File: src/rtl/core/hjc_pkg.sv
`default_nettype none
// ----------------------------------------------------------------------------
// Hangul jamo composer package
// Shared types, code constants and jamo lookup functions for the composer.
// ----------------------------------------------------------------------------
package hjc_pkg;

    localparam logic [15:0] JAMO_BASE   = 16'h3130;
    localparam logic [15:0] CONS_FIRST  = 16'h3131;
    localparam logic [15:0] VOWEL_FIRST = 16'h314F;
    localparam logic [15:0] JAMO_LAST   = 16'h3163;
    localparam logic [15:0] SYL_BASE    = 16'hAC00;
    localparam logic [5:0]  VOWEL_OFF   = 6'h1F;
    localparam logic [5:0]  NUM_MEDIAL  = 6'd21;

    // One keystroke or backspace.
    typedef struct packed {
        logic        mode;
        logic [15:0] jamo_code;
    } hjc_in_t;

    // One result.
    typedef struct packed {
        logic [15:0] replace_code;
        logic [15:0] insert_code;
    } hjc_out_t;

    // Parts of the syllable under composition, each a jamo offset (0 = empty).
    typedef struct packed {
        logic [5:0] initial_part;
        logic [5:0] vowel_first;
        logic [5:0] vowel_second;
        logic [5:0] final_first;
        logic [5:0] final_second;
    } hjc_parts_t;

    typedef struct packed {
        logic load_in;
        logic decide;
        logic index;
        logic capture_rep;
        logic capture_ins;
        logic reload_view;
        logic out_load;
    } hjc_cmd_t;

    typedef struct packed {
        logic rep_en;
        logic ins_en;
    } hjc_stat_t;

    typedef enum logic [2:0] {
        ST_IDLE,
        ST_DECIDE,
        ST_INDEX,
        ST_SYLLABLE,
        ST_HOLD
    } hjc_state_t;

    // Returns {valid, lead index} for a consonant offset.
    function automatic logic [5:0] lead_lookup(input logic [5:0] off);
        logic [5:0] r;
        begin
            case (off)
                6'd1:    r = {1'b1, 5'd0};
                6'd2:    r = {1'b1, 5'd1};
                6'd4:    r = {1'b1, 5'd2};
                6'd7:    r = {1'b1, 5'd3};
                6'd8:    r = {1'b1, 5'd4};
                6'd9:    r = {1'b1, 5'd5};
                6'd17:   r = {1'b1, 5'd6};
                6'd18:   r = {1'b1, 5'd7};
                6'd19:   r = {1'b1, 5'd8};
                6'd21:   r = {1'b1, 5'd9};
                6'd22:   r = {1'b1, 5'd10};
                6'd23:   r = {1'b1, 5'd11};
                6'd24:   r = {1'b1, 5'd12};
                6'd25:   r = {1'b1, 5'd13};
                6'd26:   r = {1'b1, 5'd14};
                6'd27:   r = {1'b1, 5'd15};
                6'd28:   r = {1'b1, 5'd16};
                6'd29:   r = {1'b1, 5'd17};
                6'd30:   r = {1'b1, 5'd18};
                default: r = 6'd0;
            endcase
            return r;
        end
    endfunction

    // Returns {valid, tail index} for a consonant offset.
    function automatic logic [5:0] tail_lookup(input logic [5:0] off);
        logic [5:0] r;
        begin
            r = 6'd0;
            if (off >= 6'd1 && off <= 6'd7) begin
                r = {1'b1, off[4:0]};
            end else if (off >= 6'd9 && off <= 6'd18) begin
                r = {1'b1, 5'(off - 6'd1)};
            end else if (off >= 6'd20 && off <= 6'd24) begin
                r = {1'b1, 5'(off - 6'd2)};
            end else if (off >= 6'd26 && off <= 6'd30) begin
                r = {1'b1, 5'(off - 6'd3)};
            end
            return r;
        end
    endfunction

    // Compound vowel of two vowel offsets, zero when they do not combine.
    function automatic logic [5:0] vowel_pair(input logic [5:0] a, input logic [5:0] b);
        logic [5:0] r;
        begin
            r = 6'd0;
            if (a == 6'h27) begin
                if (b == 6'h1F) r = 6'h28;
                if (b == 6'h20) r = 6'h29;
                if (b == 6'h33) r = 6'h2A;
            end else if (a == 6'h2C) begin
                if (b == 6'h23) r = 6'h2D;
                if (b == 6'h24) r = 6'h2E;
                if (b == 6'h33) r = 6'h2F;
            end else if (a == 6'h31) begin
                if (b == 6'h33) r = 6'h32;
            end
            return r;
        end
    endfunction

    // Compound final of two consonant offsets, zero when they do not combine.
    function automatic logic [5:0] final_pair(input logic [5:0] a, input logic [5:0] b);
        logic [5:0] r;
        begin
            r = 6'd0;
            if (a == 6'h01 && b == 6'h15) r = 6'h03;
            if (a == 6'h04) begin
                if (b == 6'h18) r = 6'h05;
                if (b == 6'h1E) r = 6'h06;
            end
            if (a == 6'h09) begin
                if (b == 6'h01) r = 6'h0A;
                if (b == 6'h11) r = 6'h0B;
                if (b == 6'h12) r = 6'h0C;
                if (b == 6'h15) r = 6'h0D;
                if (b == 6'h1C) r = 6'h0E;
                if (b == 6'h1D) r = 6'h0F;
                if (b == 6'h1E) r = 6'h10;
            end
            if (a == 6'h12 && b == 6'h15) r = 6'h14;
            return r;
        end
    endfunction

    // Compatibility jamo code of an offset, zero for an empty part.
    function automatic logic [15:0] jamo_of(input logic [5:0] off);
        begin
            return (off == 6'd0) ? 16'd0 : (JAMO_BASE + {10'd0, off});
        end
    endfunction

endpackage
`default_nettype wire

File: src/rtl/core/hjc_stream_if.sv
`default_nettype none
// ----------------------------------------------------------------------------
// Hangul jamo composer stream interface
// Valid/ready channel carrying one payload per transaction.
// ----------------------------------------------------------------------------
interface hjc_stream_if #(
    parameter type payload_t = logic
);
    logic     valid;
    logic     ready;
    payload_t data;

    modport source (output valid, output data, input ready);
    modport sink   (input valid, input data, output ready);
endinterface
`default_nettype wire

File: src/rtl/core/hjc_ctrl.sv
`default_nettype none
// ----------------------------------------------------------------------------
// Hangul jamo composer controller
// Sequences decision, the two-step syllable encode and the output handoff.
// ----------------------------------------------------------------------------
module hjc_ctrl
    import hjc_pkg::*;
(
    input  wire logic      clk,
    input  wire logic      rst_n,
    input  wire logic      keys_valid,
    output logic           keys_ready,
    output logic           codes_valid,
    input  wire logic      codes_ready,
    input  wire hjc_stat_t stat,
    output hjc_cmd_t       cmd
);

    hjc_state_t state_reg, state_next;
    logic       cur_rep_reg, cur_rep_next;
    logic       need_ins_reg, need_ins_next;
    logic       out_valid_reg, out_valid_next;
    logic       slot_free;

    assign slot_free = !out_valid_reg || codes_ready;

    always_comb
    begin
        state_next    = state_reg;
        cur_rep_next  = cur_rep_reg;
        need_ins_next = need_ins_reg;
        case (state_reg)
            ST_IDLE:
            begin
                if (keys_valid)
                begin
                    state_next = ST_DECIDE;
                end
            end
            ST_DECIDE:
            begin
                cur_rep_next  = stat.rep_en;
                need_ins_next = stat.rep_en && stat.ins_en;
                state_next    = (stat.rep_en || stat.ins_en) ? ST_INDEX : ST_HOLD;
            end
            ST_INDEX:
            begin
                state_next = ST_SYLLABLE;
            end
            ST_SYLLABLE:
            begin
                if (need_ins_reg)
                begin
                    cur_rep_next  = 1'b0;
                    need_ins_next = 1'b0;
                    state_next    = ST_INDEX;
                end
                else
                begin
                    state_next = ST_HOLD;
                end
            end
            ST_HOLD:
            begin
                if (slot_free)
                begin
                    state_next = ST_IDLE;
                end
            end
            default:
            begin
                state_next = ST_IDLE;
            end
        endcase
    end

    always_comb
    begin
        cmd        = '0;
        keys_ready = 1'b0;
        case (state_reg)
            ST_IDLE:
            begin
                keys_ready  = 1'b1;
                cmd.load_in = keys_valid;
            end
            ST_DECIDE:
            begin
                cmd.decide = 1'b1;
            end
            ST_INDEX:
            begin
                cmd.index = 1'b1;
            end
            ST_SYLLABLE:
            begin
                cmd.capture_rep = cur_rep_reg;
                cmd.capture_ins = !cur_rep_reg;
                cmd.reload_view = need_ins_reg;
            end
            ST_HOLD:
            begin
                cmd.out_load = slot_free;
            end
            default:
            begin
                cmd = '0;
            end
        endcase
    end

    always_comb
    begin
        if (cmd.out_load)
        begin
            out_valid_next = 1'b1;
        end
        else if (codes_ready)
        begin
            out_valid_next = 1'b0;
        end
        else
        begin
            out_valid_next = out_valid_reg;
        end
    end

    assign codes_valid = out_valid_reg;

    always_ff @(posedge clk or negedge rst_n)
    begin
        if (!rst_n)
        begin
            state_reg     <= ST_IDLE;
            cur_rep_reg   <= 1'b0;
            need_ins_reg  <= 1'b0;
            out_valid_reg <= 1'b0;
        end
        else
        begin
            state_reg     <= state_next;
            cur_rep_reg   <= cur_rep_next;
            need_ins_reg  <= need_ins_next;
            out_valid_reg <= out_valid_next;
        end
    end

endmodule
`default_nettype wire

File: src/rtl/core/hjc_datapath.sv
`default_nettype none
// ----------------------------------------------------------------------------
// Hangul jamo composer datapath
// Composition state, transition logic, syllable encoder and result registers.
// ----------------------------------------------------------------------------
module hjc_datapath
    import hjc_pkg::*;
(
    input  wire logic     clk,
    input  wire logic     rst_n,
    input  wire hjc_in_t  keys_data,
    output hjc_out_t      codes_data,
    input  wire hjc_cmd_t cmd,
    output hjc_stat_t     stat
);

    hjc_parts_t  state_reg, view_reg;
    hjc_in_t     in_reg;
    hjc_out_t    out_reg;
    logic [15:0] pend_rep_reg, pend_ins_reg;
    logic        syl_reg;
    logic [8:0]  idx_reg;
    logic [4:0]  fi_reg;
    logic [15:0] lone_reg;

    // Transition decision.
    hjc_parts_t  cur, part_a, part_b;
    logic [5:0]  j_off, moved, l_lead, m_lead, j_tail;
    logic        in_range, is_vowel, busy;
    logic        rep_en, ins_en, changes;

    always_comb
    begin
        cur      = state_reg;
        j_off    = 6'(in_reg.jamo_code[5:0] - 6'h30);
        in_range = (in_reg.jamo_code >= CONS_FIRST) && (in_reg.jamo_code <= JAMO_LAST);
        is_vowel = in_reg.jamo_code >= VOWEL_FIRST;
        busy     = (cur.initial_part != 6'd0) || (cur.vowel_first != 6'd0);
        moved    = (cur.final_second != 6'd0) ? cur.final_second : cur.final_first;
        l_lead   = lead_lookup(cur.initial_part);
        m_lead   = lead_lookup(moved);
        j_tail   = tail_lookup(j_off);
        part_a   = cur;
        part_b   = cur;
        rep_en   = 1'b0;
        ins_en   = 1'b0;
        changes  = 1'b0;
        if (in_reg.mode)
        begin
            changes = 1'b1;
            rep_en  = 1'b1;
            if (cur.final_second != 6'd0)
                part_b.final_second = 6'd0;
            else if (cur.final_first != 6'd0)
                part_b.final_first = 6'd0;
            else if (cur.vowel_second != 6'd0)
                part_b.vowel_second = 6'd0;
            else if (cur.vowel_first != 6'd0)
                part_b.vowel_first = 6'd0;
            else
                part_b.initial_part = 6'd0;
            part_a = part_b;
        end
        else if (in_range)
        begin
            changes = 1'b1;
            if (is_vowel)
            begin
                if ((cur.initial_part != 6'd0) && (cur.vowel_first == 6'd0) && l_lead[5])
                begin
                    part_b.vowel_first = j_off;
                    rep_en             = 1'b1;
                end
                else if ((cur.vowel_first != 6'd0) && (cur.final_first == 6'd0) &&
                         (cur.vowel_second == 6'd0) &&
                         (vowel_pair(cur.vowel_first, j_off) != 6'd0))
                begin
                    part_b.vowel_second = j_off;
                    rep_en              = 1'b1;
                end
                else if ((cur.initial_part != 6'd0) && (cur.vowel_first != 6'd0) &&
                         (cur.final_first != 6'd0) && m_lead[5])
                begin
                    // The last final moves over to start the next syllable.
                    if (cur.final_second != 6'd0)
                        part_a.final_second = 6'd0;
                    else
                        part_a.final_first = 6'd0;
                    part_b              = '0;
                    part_b.initial_part = moved;
                    part_b.vowel_first  = j_off;
                    rep_en              = 1'b1;
                    ins_en              = 1'b1;
                end
                else
                begin
                    if (busy)
                        part_b = '0;
                    part_b.vowel_first = j_off;
                    ins_en             = 1'b1;
                end
            end
            else
            begin
                if (!busy)
                begin
                    part_b.initial_part = j_off;
                    ins_en              = 1'b1;
                end
                else if ((cur.initial_part != 6'd0) && (cur.vowel_first != 6'd0) &&
                         (cur.final_first == 6'd0) && j_tail[5])
                begin
                    part_b.final_first = j_off;
                    rep_en             = 1'b1;
                end
                else if ((cur.initial_part != 6'd0) && (cur.vowel_first != 6'd0) &&
                         (cur.final_first != 6'd0) && (cur.final_second == 6'd0) &&
                         (final_pair(cur.final_first, j_off) != 6'd0))
                begin
                    part_b.final_second = j_off;
                    rep_en              = 1'b1;
                end
                else
                begin
                    part_b              = '0;
                    part_b.initial_part = j_off;
                    ins_en              = 1'b1;
                end
            end
            if (!rep_en)
                part_a = part_b;
            else if (!ins_en)
                part_a = part_b;
        end
    end

    assign stat.rep_en = rep_en;
    assign stat.ins_en = ins_en;

    // Encoder, first step: lead, medial and tail indexes of the viewed parts.
    logic [5:0]  vow, fin, v_lead, f_tail, med_diff, med;
    logic [4:0]  li, fi;
    logic        is_syl;
    logic [8:0]  idx;
    logic [15:0] lone;

    always_comb
    begin
        vow      = (view_reg.vowel_second != 6'd0) ?
                   vowel_pair(view_reg.vowel_first, view_reg.vowel_second) :
                   view_reg.vowel_first;
        if (view_reg.final_first == 6'd0)
            fin = 6'd0;
        else if (view_reg.final_second == 6'd0)
            fin = view_reg.final_first;
        else
            fin = final_pair(view_reg.final_first, view_reg.final_second);
        v_lead   = lead_lookup(view_reg.initial_part);
        f_tail   = tail_lookup(fin);
        li       = v_lead[5] ? v_lead[4:0] : 5'd0;
        fi       = ((fin != 6'd0) && f_tail[5]) ? f_tail[4:0] : 5'd0;
        med_diff = 6'(vow - VOWEL_OFF);
        if (vow < VOWEL_OFF)
            med = 6'd0;
        else if (med_diff >= NUM_MEDIAL)
            med = 6'(med_diff - NUM_MEDIAL);
        else
            med = med_diff;
        idx      = 9'(li * 9'd21) + {3'd0, med};
        is_syl   = (view_reg.initial_part != 6'd0) && (view_reg.vowel_first != 6'd0);
        if (view_reg.initial_part != 6'd0)
            lone = jamo_of(view_reg.initial_part);
        else if (view_reg.vowel_first != 6'd0)
            lone = jamo_of(vow);
        else
            lone = 16'd0;
    end

    // Encoder, second step: base + index * 28 + tail.
    logic [15:0] shown;

    assign shown = syl_reg ?
                   (SYL_BASE + {2'd0, idx_reg, 5'd0} - {5'd0, idx_reg, 2'd0} + {11'd0, fi_reg}) :
                   lone_reg;

    always_ff @(posedge clk or negedge rst_n)
    begin
        if (!rst_n)
        begin
            state_reg <= '0;
        end
        else if (cmd.decide && changes)
        begin
            state_reg <= part_b;
        end
    end

    always_ff @(posedge clk)
    begin
        if (cmd.load_in)
            in_reg <= keys_data;
        if (cmd.decide)
        begin
            view_reg     <= rep_en ? part_a : part_b;
            pend_rep_reg <= 16'd0;
            pend_ins_reg <= 16'd0;
        end
        if (cmd.reload_view)
            view_reg <= state_reg;
        if (cmd.index)
        begin
            syl_reg  <= is_syl;
            idx_reg  <= idx;
            fi_reg   <= fi;
            lone_reg <= lone;
        end
        if (cmd.capture_rep)
            pend_rep_reg <= shown;
        if (cmd.capture_ins)
            pend_ins_reg <= shown;
        if (cmd.out_load)
        begin
            out_reg.replace_code <= pend_rep_reg;
            out_reg.insert_code  <= pend_ins_reg;
        end
    end

    assign codes_data = out_reg;

endmodule
`default_nettype wire

File: src/rtl/core/hangul_jamo_composer.sv
`default_nettype none
// ----------------------------------------------------------------------------
// Hangul jamo composer
// Two-set Hangul input automaton: composes jamo keystrokes into syllables.
// ----------------------------------------------------------------------------
// Sequence: a keystroke is accepted, decided, then sent through the index and syllable
// steps of the encoder, twice when a final consonant moves to a new syllable; an ignored
// code skips the encoder. The result then waits for a free output slot. The controller
// steps one item at a time through the shared two-step syllable encoder and takes no new
// key before the last one is through. A new key is taken while the last result waits.
// Reset (rst_n low, asynchronous) empties the composition and the output slot.
// ----------------------------------------------------------------------------
module hangul_jamo_composer
    import hjc_pkg::*;
(
    input  wire logic clk,
    input  wire logic rst_n,
    hjc_stream_if.sink   keys,
    hjc_stream_if.source codes
);

    // The controller owns the handshakes and the step sequence; the datapath
    // holds the composition and the encoder and only acts on its commands.
    hjc_cmd_t  cmd;
    hjc_stat_t stat;

    hjc_ctrl u_ctrl (
        .clk         (clk),
        .rst_n       (rst_n),
        .keys_valid  (keys.valid),
        .keys_ready  (keys.ready),
        .codes_valid (codes.valid),
        .codes_ready (codes.ready),
        .stat        (stat),
        .cmd         (cmd)
    );

    // The result sits in an output register, so the next keystroke can be
    // decided and encoded while the previous transaction is still pending.
    hjc_datapath u_datapath (
        .clk        (clk),
        .rst_n      (rst_n),
        .keys_data  (keys.data),
        .codes_data (codes.data),
        .cmd        (cmd),
        .stat       (stat)
    );

endmodule
`default_nettype wire

File: src/flat_wrapper.sv
// flat-port wrapper written by rule: the top's interface ports become plain ports
module hangul_jamo_composer_flat import hjc_pkg::*;
  (clk, rst_n, keys_valid, keys_data, keys_ready, codes_valid, codes_data, codes_ready);
  hjc_stream_if keys_i ();
  hjc_stream_if codes_i ();
  input  wire logic clk;
  input  wire logic rst_n;
  input wire logic [$bits(keys_i.valid)-1:0] keys_valid;
  input wire logic [$bits(keys_i.data)-1:0] keys_data;
  output wire logic [$bits(keys_i.ready)-1:0] keys_ready;
  output wire logic [$bits(codes_i.valid)-1:0] codes_valid;
  output wire logic [$bits(codes_i.data)-1:0] codes_data;
  input wire logic [$bits(codes_i.ready)-1:0] codes_ready;
  assign keys_i.valid = keys_valid;
  assign keys_i.data = keys_data;
  assign keys_ready = keys_i.ready;
  assign codes_valid = codes_i.valid;
  assign codes_data = codes_i.data;
  assign codes_i.ready = codes_ready;
  hangul_jamo_composer u_core (.clk(clk), .rst_n(rst_n), .keys(keys_i), .codes(codes_i));
endmodule
File: config.mk
export PLATFORM = sky130hd
export DESIGN_NAME = hangul_jamo_composer_flat
export DESIGN_NICKNAME = d
export VERILOG_FILES = /design/src/rtl/core/hjc_pkg.sv /design/src/rtl/core/hjc_stream_if.sv /design/src/rtl/core/hjc_ctrl.sv /design/src/rtl/core/hjc_datapath.sv /design/src/rtl/core/hangul_jamo_composer.sv /design/src/flat_wrapper.sv
export SDC_FILE = /design/constraint.sdc
export NUM_CORES = 1
export LEC_CHECK = 0
export BUFFER_PORTS_ARGS = -buffer_cell sky130_fd_sc_hd__buf_2
export CAP_MARGIN = 20
export CELL_PAD_IN_SITES_DETAIL_PLACEMENT = 1
export CELL_PAD_IN_SITES_GLOBAL_PLACEMENT = 1
export CORE_AREA = 2 2 39 41
export DETAILED_ROUTE_END_ITERATION = 8
export DIE_AREA = 0 0 41 43
export PLACE_DENSITY = 0.47
export RECOVER_POWER = 25
export SLEW_MARGIN = 20
export SYNTH_ARGS = -nofsm -noshare
export SYNTH_HDL_FRONTEND = slang
export SYNTH_SLANG_ARGS = --single-unit
File: constraint.sdc
create_clock -name clk -period 2.3 [get_ports clk]
set_input_delay 0.345 -clock clk [delete_from_list [all_inputs] [get_ports clk]]
set_output_delay 0.345 -clock clk [all_outputs]
set_load 0.01 [all_outputs]
==> run metrics, run 1 <==
mux cell area share after synthesis=0%; Port Buffer Count=5; clock root buffer master=clkbuf_4; VDD IR max=342 uV; Final Cycle Share=58.4%; final design utilization=16.9%; die span in x=41 um; Via density=3.51; post-route minimum period=1.34 ns; CTS H-tree depth=1; DR DRC count=0; status=finished, final reports clean; overall power=242 uW; f_max=744 MHz; commonest cells after routing, fill and taps aside=buf_2 (4), dfrtp_1 (4), clkbuf_4 (3); cell taking the most area after synthesis=dfrtp_1; DRT iter0 DRCs=3; gpl congestion=0.629; worst hold-check path type=input pin to flip-flop; Post-DRT Antenna Nets=0; layout cells sized above 1=30.4%; Clk Latency, worst-skew pair=0.24 ns; cell count after synthesis=15; worst hold margin=0.372 ns; pre-CTS setup slack=1.20 ns; hold path start=keys_valid; setup bufs post-CTS=0; FP Rows=14; Mapped Nets=20; final-report hold violation count=0; vias=137; vias in the first global route=182; starting density of the core=11.9%; initial antenna violation count=0; first-pass GRT wire length=717 um; RSZ-0062 raised after global routing=no; Num CTS Buffers=3; hold depth=3; largest net degree at the start of global routing=7; routed len/inst=8.62 um; Avg Cell Area, Syn=11.0 um^2; Simple-Gate Fraction of Synth Area=25.0%; share of the synthesized area in the top cell type=60.6%; GRT Resource Usage Total=7.05%; DRT Pass-1 Iters=2; Area Growth Syn to Fin=41.7%; Worst Slack Setup Final=0.956 ns; max_cap viols=0; sequential area share after synthesis=60.6%; CP Data Required Time=1.96 ns; Non-Filler Instances=39; WS Path Type=flip-flop to output port; Core Box Area=1380 um^2; Leak=0.108 nW; setup TNS=0 ns; ant diodes=0; xor/xnor share of the synthesized area=0%; CTS clk-pin slew, worst paths=0.04 ns; Routed WL=336 um; Synth cell types=10; IO Pins=8; launching point of the worst reg2reg path=u_core.u_ctrl.state_reg[1]; adder-cell share of the synthesized area=0%; CP Capture Type=output port; die height=43 um; Finished Cell Area=234 um^2; main combinational cell family by area after synthesis=simple AND/OR/NAND/NOR gates; Final Max Tran Viols=0; grt total ovfl=0; crit path DAT=1.00 ns; post-placement cell count=35; max reg flops=3; mapped cell area=165 um^2; critical path launch point=u_core.u_ctrl.state_reg[0]; critical-path maximum fanout=6; pwr dens=1040 nW/um^2; die area=1760 um^2; final setup vio count=0; clk buf depth=2; CTS sink cnt=4; CTS tree=built; largest cells by area after synthesis=dfrtp_1 (61%), nand2b_1 (7.6%), nor3_1 (6.1%); crit start category=flip-flop; #FFs+latches synth=4; Compound-Gate Fraction of Synth Area=7.58%; Post-Place Cell Area=203 um^2; YS warnings=0; fin nets=30; Worst R2R Setup Slack=1.46 ns; Setup Skew=0.000288 ns; r2r worst-path depth=2
## Yosys cell counts
cell type  instances
o21ai_0            1
dfrtp_1            4
nor3b_1            1
conb_1             1
nor2_1             1
or2b_1             1
o31ai_1            1
buf_4              1
nor3_1             2
nand2b_1           2
## area by class of cell
cell class	instances	area [um^2]
clock buffers	3	22.5
fillers	160	1150
multi-input cells	10	57.6
flip-flops and latches	4	100
well taps	16	20.0
repair buffers	6	33.8
## repair_timing
item                                   in CTS  in global routing
gates resized for setup                     0                  0
endpoints found under the hold margin       4                  0
hold buffers                                1                  0
## logic make-up (layout without fill, tap and decap cells)
| kind of cell | Yosys count | count (layout) |
|---|---|---|
| compound gates | 2 | 2 |
| buf+inv | 1 | 9 |
| flops | 4 | 4 |
| other cells | 1 | 1 |
| simple gates | 7 | 7 |
## worst paths after layout
kind	endpoint
min	u_core.u_ctrl.state_reg[0]
min reg2reg	u_core.u_ctrl.codes_valid
min in group asynchronous	u_core.u_ctrl.codes_valid
max	keys_ready
max in group asynchronous	u_core.u_ctrl.state_reg[0]
max reg2reg	u_core.u_ctrl.state_reg[2]
## report_power, final
part | switching (mW) | internal [mW] | leakage (nW) | total, mW
registers | 0.0158 | 0.0874 | 0.0524 | 0.103
clock network | 0.0307 | 0.0585 | 0.0138 | 0.0892
logic | 0.0258 | 0.0239 | 0.0419 | 0.0497
## routing by layer
layer	global-route usage [%]	routed length, um	vias to the layer above	share of wire (%)
li1	-	-	66	-
met1	7.14	143	62	43
met2	7.50	124	9	37
met3	9.42	68	0	20
met4	4.00	0	0	0
met5	0	0	-	0
## critical path, stage by stage (launching register included)
cell     delay [ns]
dfrtp_1        0.42
nor3_1         0.19
buf_2          0.15
Note: power is estimated with default switching activity, not from simulation.
==> inputs of run 2 (changes only) <==
--- a/config.mk
+++ b/config.mk
@@ -12,7 +12,7 @@
 export CORE_AREA = 2 2 39 41
 export DETAILED_ROUTE_END_ITERATION = 8
 export DIE_AREA = 0 0 41 43
-export PLACE_DENSITY = 0.47
+export PLACE_DENSITY = 0.48
 export RECOVER_POWER = 25
 export SLEW_MARGIN = 20
 export SYNTH_ARGS = -nofsm -noshare
==> constraint.sdc (replaced) <==
create_clock -name clk -period 1.1 [get_ports clk]
set_input_delay 0.165 -clock clk [delete_from_list [all_inputs] [get_ports clk]]
set_output_delay 0.165 -clock clk [all_outputs]
set_load 0.01 [all_outputs]
==> run 2 against run 1 <==
Compared with the run above:
- the run now ends with setup timing left
- routed wire length increased by 19%
- worst setup slack got worse by 0.97 ns
- power increased by 120%
- worst hold slack got worse by 0.18 ns
- core utilization increased by 1.4 points
- clock power increased by 110%
- clock-buffer cell count unchanged
- clock skew about the same
- sequential share of layout area decreased by 3.4 points
- critical path type unchanged
==> run metrics, run 2 (synthesis gave the netlist of run 1 again) <==
Fill cells=166 (+3.8%); commonest cells after routing, fill and taps aside=buf_2 (4), dfrtp_1 (4), clkbuf_4 (3); RR Endpoint=u_core.u_ctrl.state_reg[2]; worst hold-check path type=input pin to flip-flop; first-pass GRT wire length=724 um (+0.98%); IO Pins=8 (unchanged); Clk Latency, worst-skew pair=0.23 ns (about the same); Worst Slack Setup Final=-0.0174 ns (-0.973 ns); f_max=895 MHz; layout cells sized above 1=40.0% (+9.6 points); VDD IR max=341 uV (-0.24%); FP Rows=14 (unchanged); largest net degree at the start of global routing=6 (-1); die height=43 um (unchanged); max_cap viols=0 (unchanged); Post-Place Cell Area=203 um^2 (unchanged); hold depth=3 (unchanged); CP Data Required Time=0.94 ns (-1.02 ns); final setup vio count=1 (+1); launching point of the worst reg2reg path=u_core.u_ctrl.state_reg[1]; hold path endpoint=u_core.u_ctrl.state_reg[0]; Num CTS Buffers=3 (unchanged); r2r worst-path depth=3 (+1); fin nets=32 (+6.7%); Finished Cell Area=254 um^2 (+8.6%); die area=1760 um^2 (unchanged); post-route minimum period=1.12 ns; max reg flops=3 (unchanged); DR DRC count=0 (unchanged); clock root buffer master=clkbuf_4; WS Path Type=flip-flop to output port; RSZ-0062 raised after global routing=yes; CTS clk-pin slew, worst paths=0.04 ns (about the same); DRT Pass-1 Iters=4 (+2); status=complete, but fails checks; crit path DAT=0.95 ns (-0.05 ns); Area Growth Syn to Fin=53.8%; CTS sink cnt=4 (unchanged); final-report hold violation count=0 (unchanged); Post-DRT Antenna Nets=0 (unchanged); Final Cycle Share=102%; Routed WL=401 um (+19%); Worst R2R Setup Slack=0.12 ns (-1.34 ns); critical-path maximum fanout=2 (-4); die span in x=41 um (unchanged); Via density=3.39 (-3.5%); DRT iter0 DRCs=3 (unchanged); ant diodes=0 (unchanged); gpl congestion=0.631 (+0.32%); pwr dens=2080 nW/um^2 (+100%); initial antenna violation count=0 (unchanged); GRT Resource Usage Total=6.94% (-0.11 points); vias in the first global route=173 (-4.9%); Final Max Tran Viols=0 (unchanged); starting density of the core=11.9% (unchanged); vias=139 (+1.5%); CP Capture Type=output port; CTS H-tree depth=1 (unchanged); Core Box Area=1380 um^2 (unchanged); hold path start=keys_valid; final design utilization=18.4% (+1.4 points); grt total ovfl=0 (unchanged); Leak=0.120 nW (+11%); Setup Skew=0.000313 ns (+0.0000244 ns); crit start category=flip-flop; CTS tree=built; failing checks=setup timing; routed len/inst=9.78 um (+14%); overall power=528 uW (+120%); clk buf depth=2 (unchanged); Port Buffer Count=5 (unchanged)
[run 2: worst max path at each step]
stage | startpoint | to | slack, ns | cells after the start
floorplan | u_core.u_ctrl.state_reg[0] | keys_ready | 0.22 | 1
finish | u_core.u_ctrl.state_reg[1] | keys_ready | -0.02 | 2
CTS | u_core.u_ctrl.state_reg[0] | keys_ready | -0.02 | 2
global placement | u_core.u_ctrl.state_reg[0] | keys_ready | 0.20 | 2
global route | u_core.u_ctrl.state_reg[1] | keys_ready | -0.04 | 2
detailed placement | u_core.u_ctrl.state_reg[0] | keys_ready | 0.18 | 2
[run 2: through the flow]
step | setup TNS, ns | instances | worst slack, ns | hold slack, ns
floorplan | 0 | 15 | 0.219 | -0.131
global placement | 0 | 35 | 0.203 | -0.0297
detailed placement | 0 | 35 | 0.176 | -0.0237
CTS | -0.0170 | 41 | -0.0170 | 0.185
global route | -0.0441 | 41 | -0.0441 | 0.216
finish | -0.0174 | 41 | -0.0174 | 0.193
[run 2: repair_timing]
| item | 4_1_cts | 5_1_grt |
|---|---|---|
| hold endpoints to repair | 4 | 0 |
| pin swaps | 0 | 1 |
| hold buffers | 1 | 0 |
| buffers inserted | 2 | 0 |
| cloned | 0 | 0 |
| gates resized for setup | 1 | 0 |
| setup endpoints to repair | 1 | 1 |
[run 2: worst max-delay path: stages (launching register included)]
cell and delay [ns]:
dfrtp_1 0.39, nor3_2 0.18, buf_2 0.15
[run 2: area by class of cell]
| class | count | area [um^2] | share of cell area (%) |
|---|---|---|---|
| clock buffer | 3 | 22.5 | 8.87 |
| multi-input combinational | 10 | 62.6 | 24.6 |
| sequential | 4 | 100 | 39.4 |
| tap | 16 | 20.0 | 7.88 |
| timing repair buffer | 8 | 48.8 | 19.2 |
[run 2: routing by layer]
metal	track usage [%]	vias to the layer above	wire [um]
met5	0	-	0
met4	10.0	0	0
met3	3.14	0	39
met2	8.13	6	192
met1	7.12	65	169
li1	-	68	-
[run 2: where the power goes]
group          leakage [nW]  total, mW  internal (mW)  switching (mW)
Sequential           0.0524      0.214          0.183          0.0316
Combinational        0.0540      0.128         0.0621          0.0661
Clock                0.0138      0.185          0.122          0.0631
==> inputs of run 3 (changes only) <==
--- a/config.mk
+++ b/config.mk
@@ -12,8 +12,7 @@
 export CORE_AREA = 2 2 39 41
 export DETAILED_ROUTE_END_ITERATION = 8
 export DIE_AREA = 0 0 41 43
-export PLACE_DENSITY = 0.48
-export RECOVER_POWER = 25
+export PLACE_DENSITY_LB_ADDON = 0.1
 export SLEW_MARGIN = 20
 export SYNTH_ARGS = -nofsm -noshare
 export SYNTH_HDL_FRONTEND = slang
==> run 3 against run 2 <==
Compared with the run above:
- the flow now finishes without violations
- flip-flop and latch count is the same
- clock power is essentially flat
- register-to-register slack is essentially flat
- clock-buffer cell count is the same
- final area grew 3.4%
- critical path depth is the same
- sequential share of layout area shrank 1.3 points
- clock skew grew 0.00094 ns
- maximum frequency grew 2.1%
- routed wire length grew 2.2%
- critical path type unchanged
- largest power group unchanged
- highest routed layer unchanged
==> run metrics, run 3 (synthesis gave the netlist of run 1 again) <==
status=finished, final reports clean; critical path, cell by cell=nor3_2 > buf_2; IO Pins=8 (unchanged); hold path endpoint=u_core.u_ctrl.state_reg[0]; CTS tree=built; GRT Resource Usage Total=6.04% (-0.90 points); vias=141 (+1.4%); r2r worst-path depth=3 (unchanged); VDD IR max=303 uV (-11%); first-pass GRT wire length=600 um (-17%); die height=43 um (unchanged); DRT Pass-1 Iters=2 (-2); worst hold-check path type=input pin to flip-flop; max reg flops=3 (unchanged); die span in x=41 um (unchanged); CP Capture Type=output port; layout cells sized above 1=46.2% (+6.2 points); Worst R2R Setup Slack=0.13 ns (about the same); clk buf depth=2 (unchanged); Port Buffer Count=5 (unchanged); starting density of the core=11.9% (unchanged); Leak=0.128 nW (+6.8%); max_cap viols=0 (unchanged); RR Endpoint=u_core.u_ctrl.state_reg[2]; Setup Skew=0.00126 ns (+0.000944 ns); FP Rows=14 (unchanged); clock root buffer master=clkbuf_4; final setup vio count=0 (-1); Final Max Tran Viols=0 (unchanged); pre-CTS setup slack=0.166 ns (-0.0100 ns); RSZ-0062 raised after global routing=yes; CTS sink cnt=4 (unchanged); gpl congestion=0.623 (-1.3%); CP Data Required Time=0.94 ns (about the same); CTS clk-pin slew, worst paths=0.04 ns (about the same); grt total ovfl=0 (unchanged); DRT iter0 DRCs=2 (-1); Worst Slack Setup Final=0.00563 ns (+0.0230 ns); Core Box Area=1380 um^2 (unchanged); critical-path maximum fanout=2 (unchanged); launching point of the worst reg2reg path=u_core.u_ctrl.state_reg[1]; Via density=3.36 (-0.98%); Area Growth Syn to Fin=59.1%; Final Cycle Share=99.5% (-2.1 points); vias in the first global route=143 (-17%); hold depth=3 (unchanged); DR DRC count=0 (unchanged); Routed WL=410 um (+2.2%); commonest cells after routing, fill and taps aside=buf_2 (5), dfrtp_1 (4), clkbuf_4 (3), buf_4 (3), nand2b_1 (2); Clk Latency, worst-skew pair=0.23 ns (about the same); Post-DRT Antenna Nets=0 (unchanged); f_max=914 MHz (+2.1%); fin nets=33 (+3.1%); die area=1760 um^2 (unchanged); CP max-delay cell=dfrtp_1; WS Path Type=flip-flop to output port; post-route minimum period=1.09 ns (-0.0230 ns); crit path DAT=0.93 ns (-0.02 ns); crit start category=flip-flop; final-report hold violation count=0 (unchanged); hold path start=keys_valid; ant diodes=0 (unchanged); Worst path max stage delay=0.38 ns (about the same); pwr dens=2080 nW/um^2 (-0.14%); largest net degree at the start of global routing=6 (unchanged); most common cell after layout, fill and taps aside=buf_2; CTS H-tree depth=1 (unchanged); Num CTS Buffers=3 (unchanged); initial antenna violation count=0 (unchanged); routed len/inst=9.76 um (-0.19%); final design utilization=19.0% (+0.63 points)
-- run 3: layout make-up --
type	instances	area, um^2
Fill cell	170	1120
Sequential cell	4	100
Multi-Input combinational cell	10	62.6
Timing Repair Buffer	9	57.6
Clock buffer	3	22.5
Tap cell	16	20.0
-- run 3: what timing repair did --
action                                  4_1_cts  5_1_grt
pin swaps                                     1        0
endpoints found under the hold margin         4        0
hold buffers                                  1        0
gates resized for setup                       1        0
buffers inserted                              3        0
endpoints found under the setup margin        1        1
-- run 3: how the worst max path moves through the flow --
stage,cells past startpoint,slack (ns),endpoint,from
detailed placement,2,0.17,keys_ready,u_core.u_ctrl.state_reg[0]
global placement,2,0.17,keys_ready,u_core.u_ctrl.state_reg[0]
CTS,2,-0.02,keys_ready,u_core.u_ctrl.state_reg[2]
global route,2,-0.05,keys_ready,u_core.u_ctrl.state_reg[2]
finish,2,0.006,keys_ready,u_core.u_ctrl.state_reg[2]
floorplan,1,0.22,keys_ready,u_core.u_ctrl.state_reg[0]
-- run 3: worst max-delay path: cells and delay by family, from the launching register on --
kind                   cells  cell delay (ns)
flip-flops                 1             0.38
AND/OR/NAND/NOR            1             0.17
buffers and inverters      1             0.15
-- run 3: stage by stage --
stage	std cells	hold slack, ns	setup TNS [ns]	instance area [um^2]	power, mW
floorplan	15	-0.131	0	165	0.274
global placement	35	-0.0204	0	203	0.324
detailed placement	35	-0.0219	0	203	0.322
CTS	42	0.183	-0.0154	263	0.552
global route	42	0.198	-0.0472	263	0.587
finish	42	0.189	0	263	0.545
-- run 3: where the power goes --
part | internal (mW) | leakage [nW] | switching, mW
sequential | 0.183 | 0.0524 | 0.0220
combinational | 0.0785 | 0.0622 | 0.0797
clock | 0.122 | 0.0138 | 0.0600
total | 0.384 | 0.128 | 0.162
-- run 3: per-layer routing --
metal | up-vias | global-route usage, % | part of all wire [%]
li1 | 70 | - | -
met1 | 66 | 6.49 | 39
met2 | 5 | 6.88 | 53
met3 | 0 | 3.14 | 7.8
met4 | 0 | 8.00 | 0
met5 | - | 0 | 0
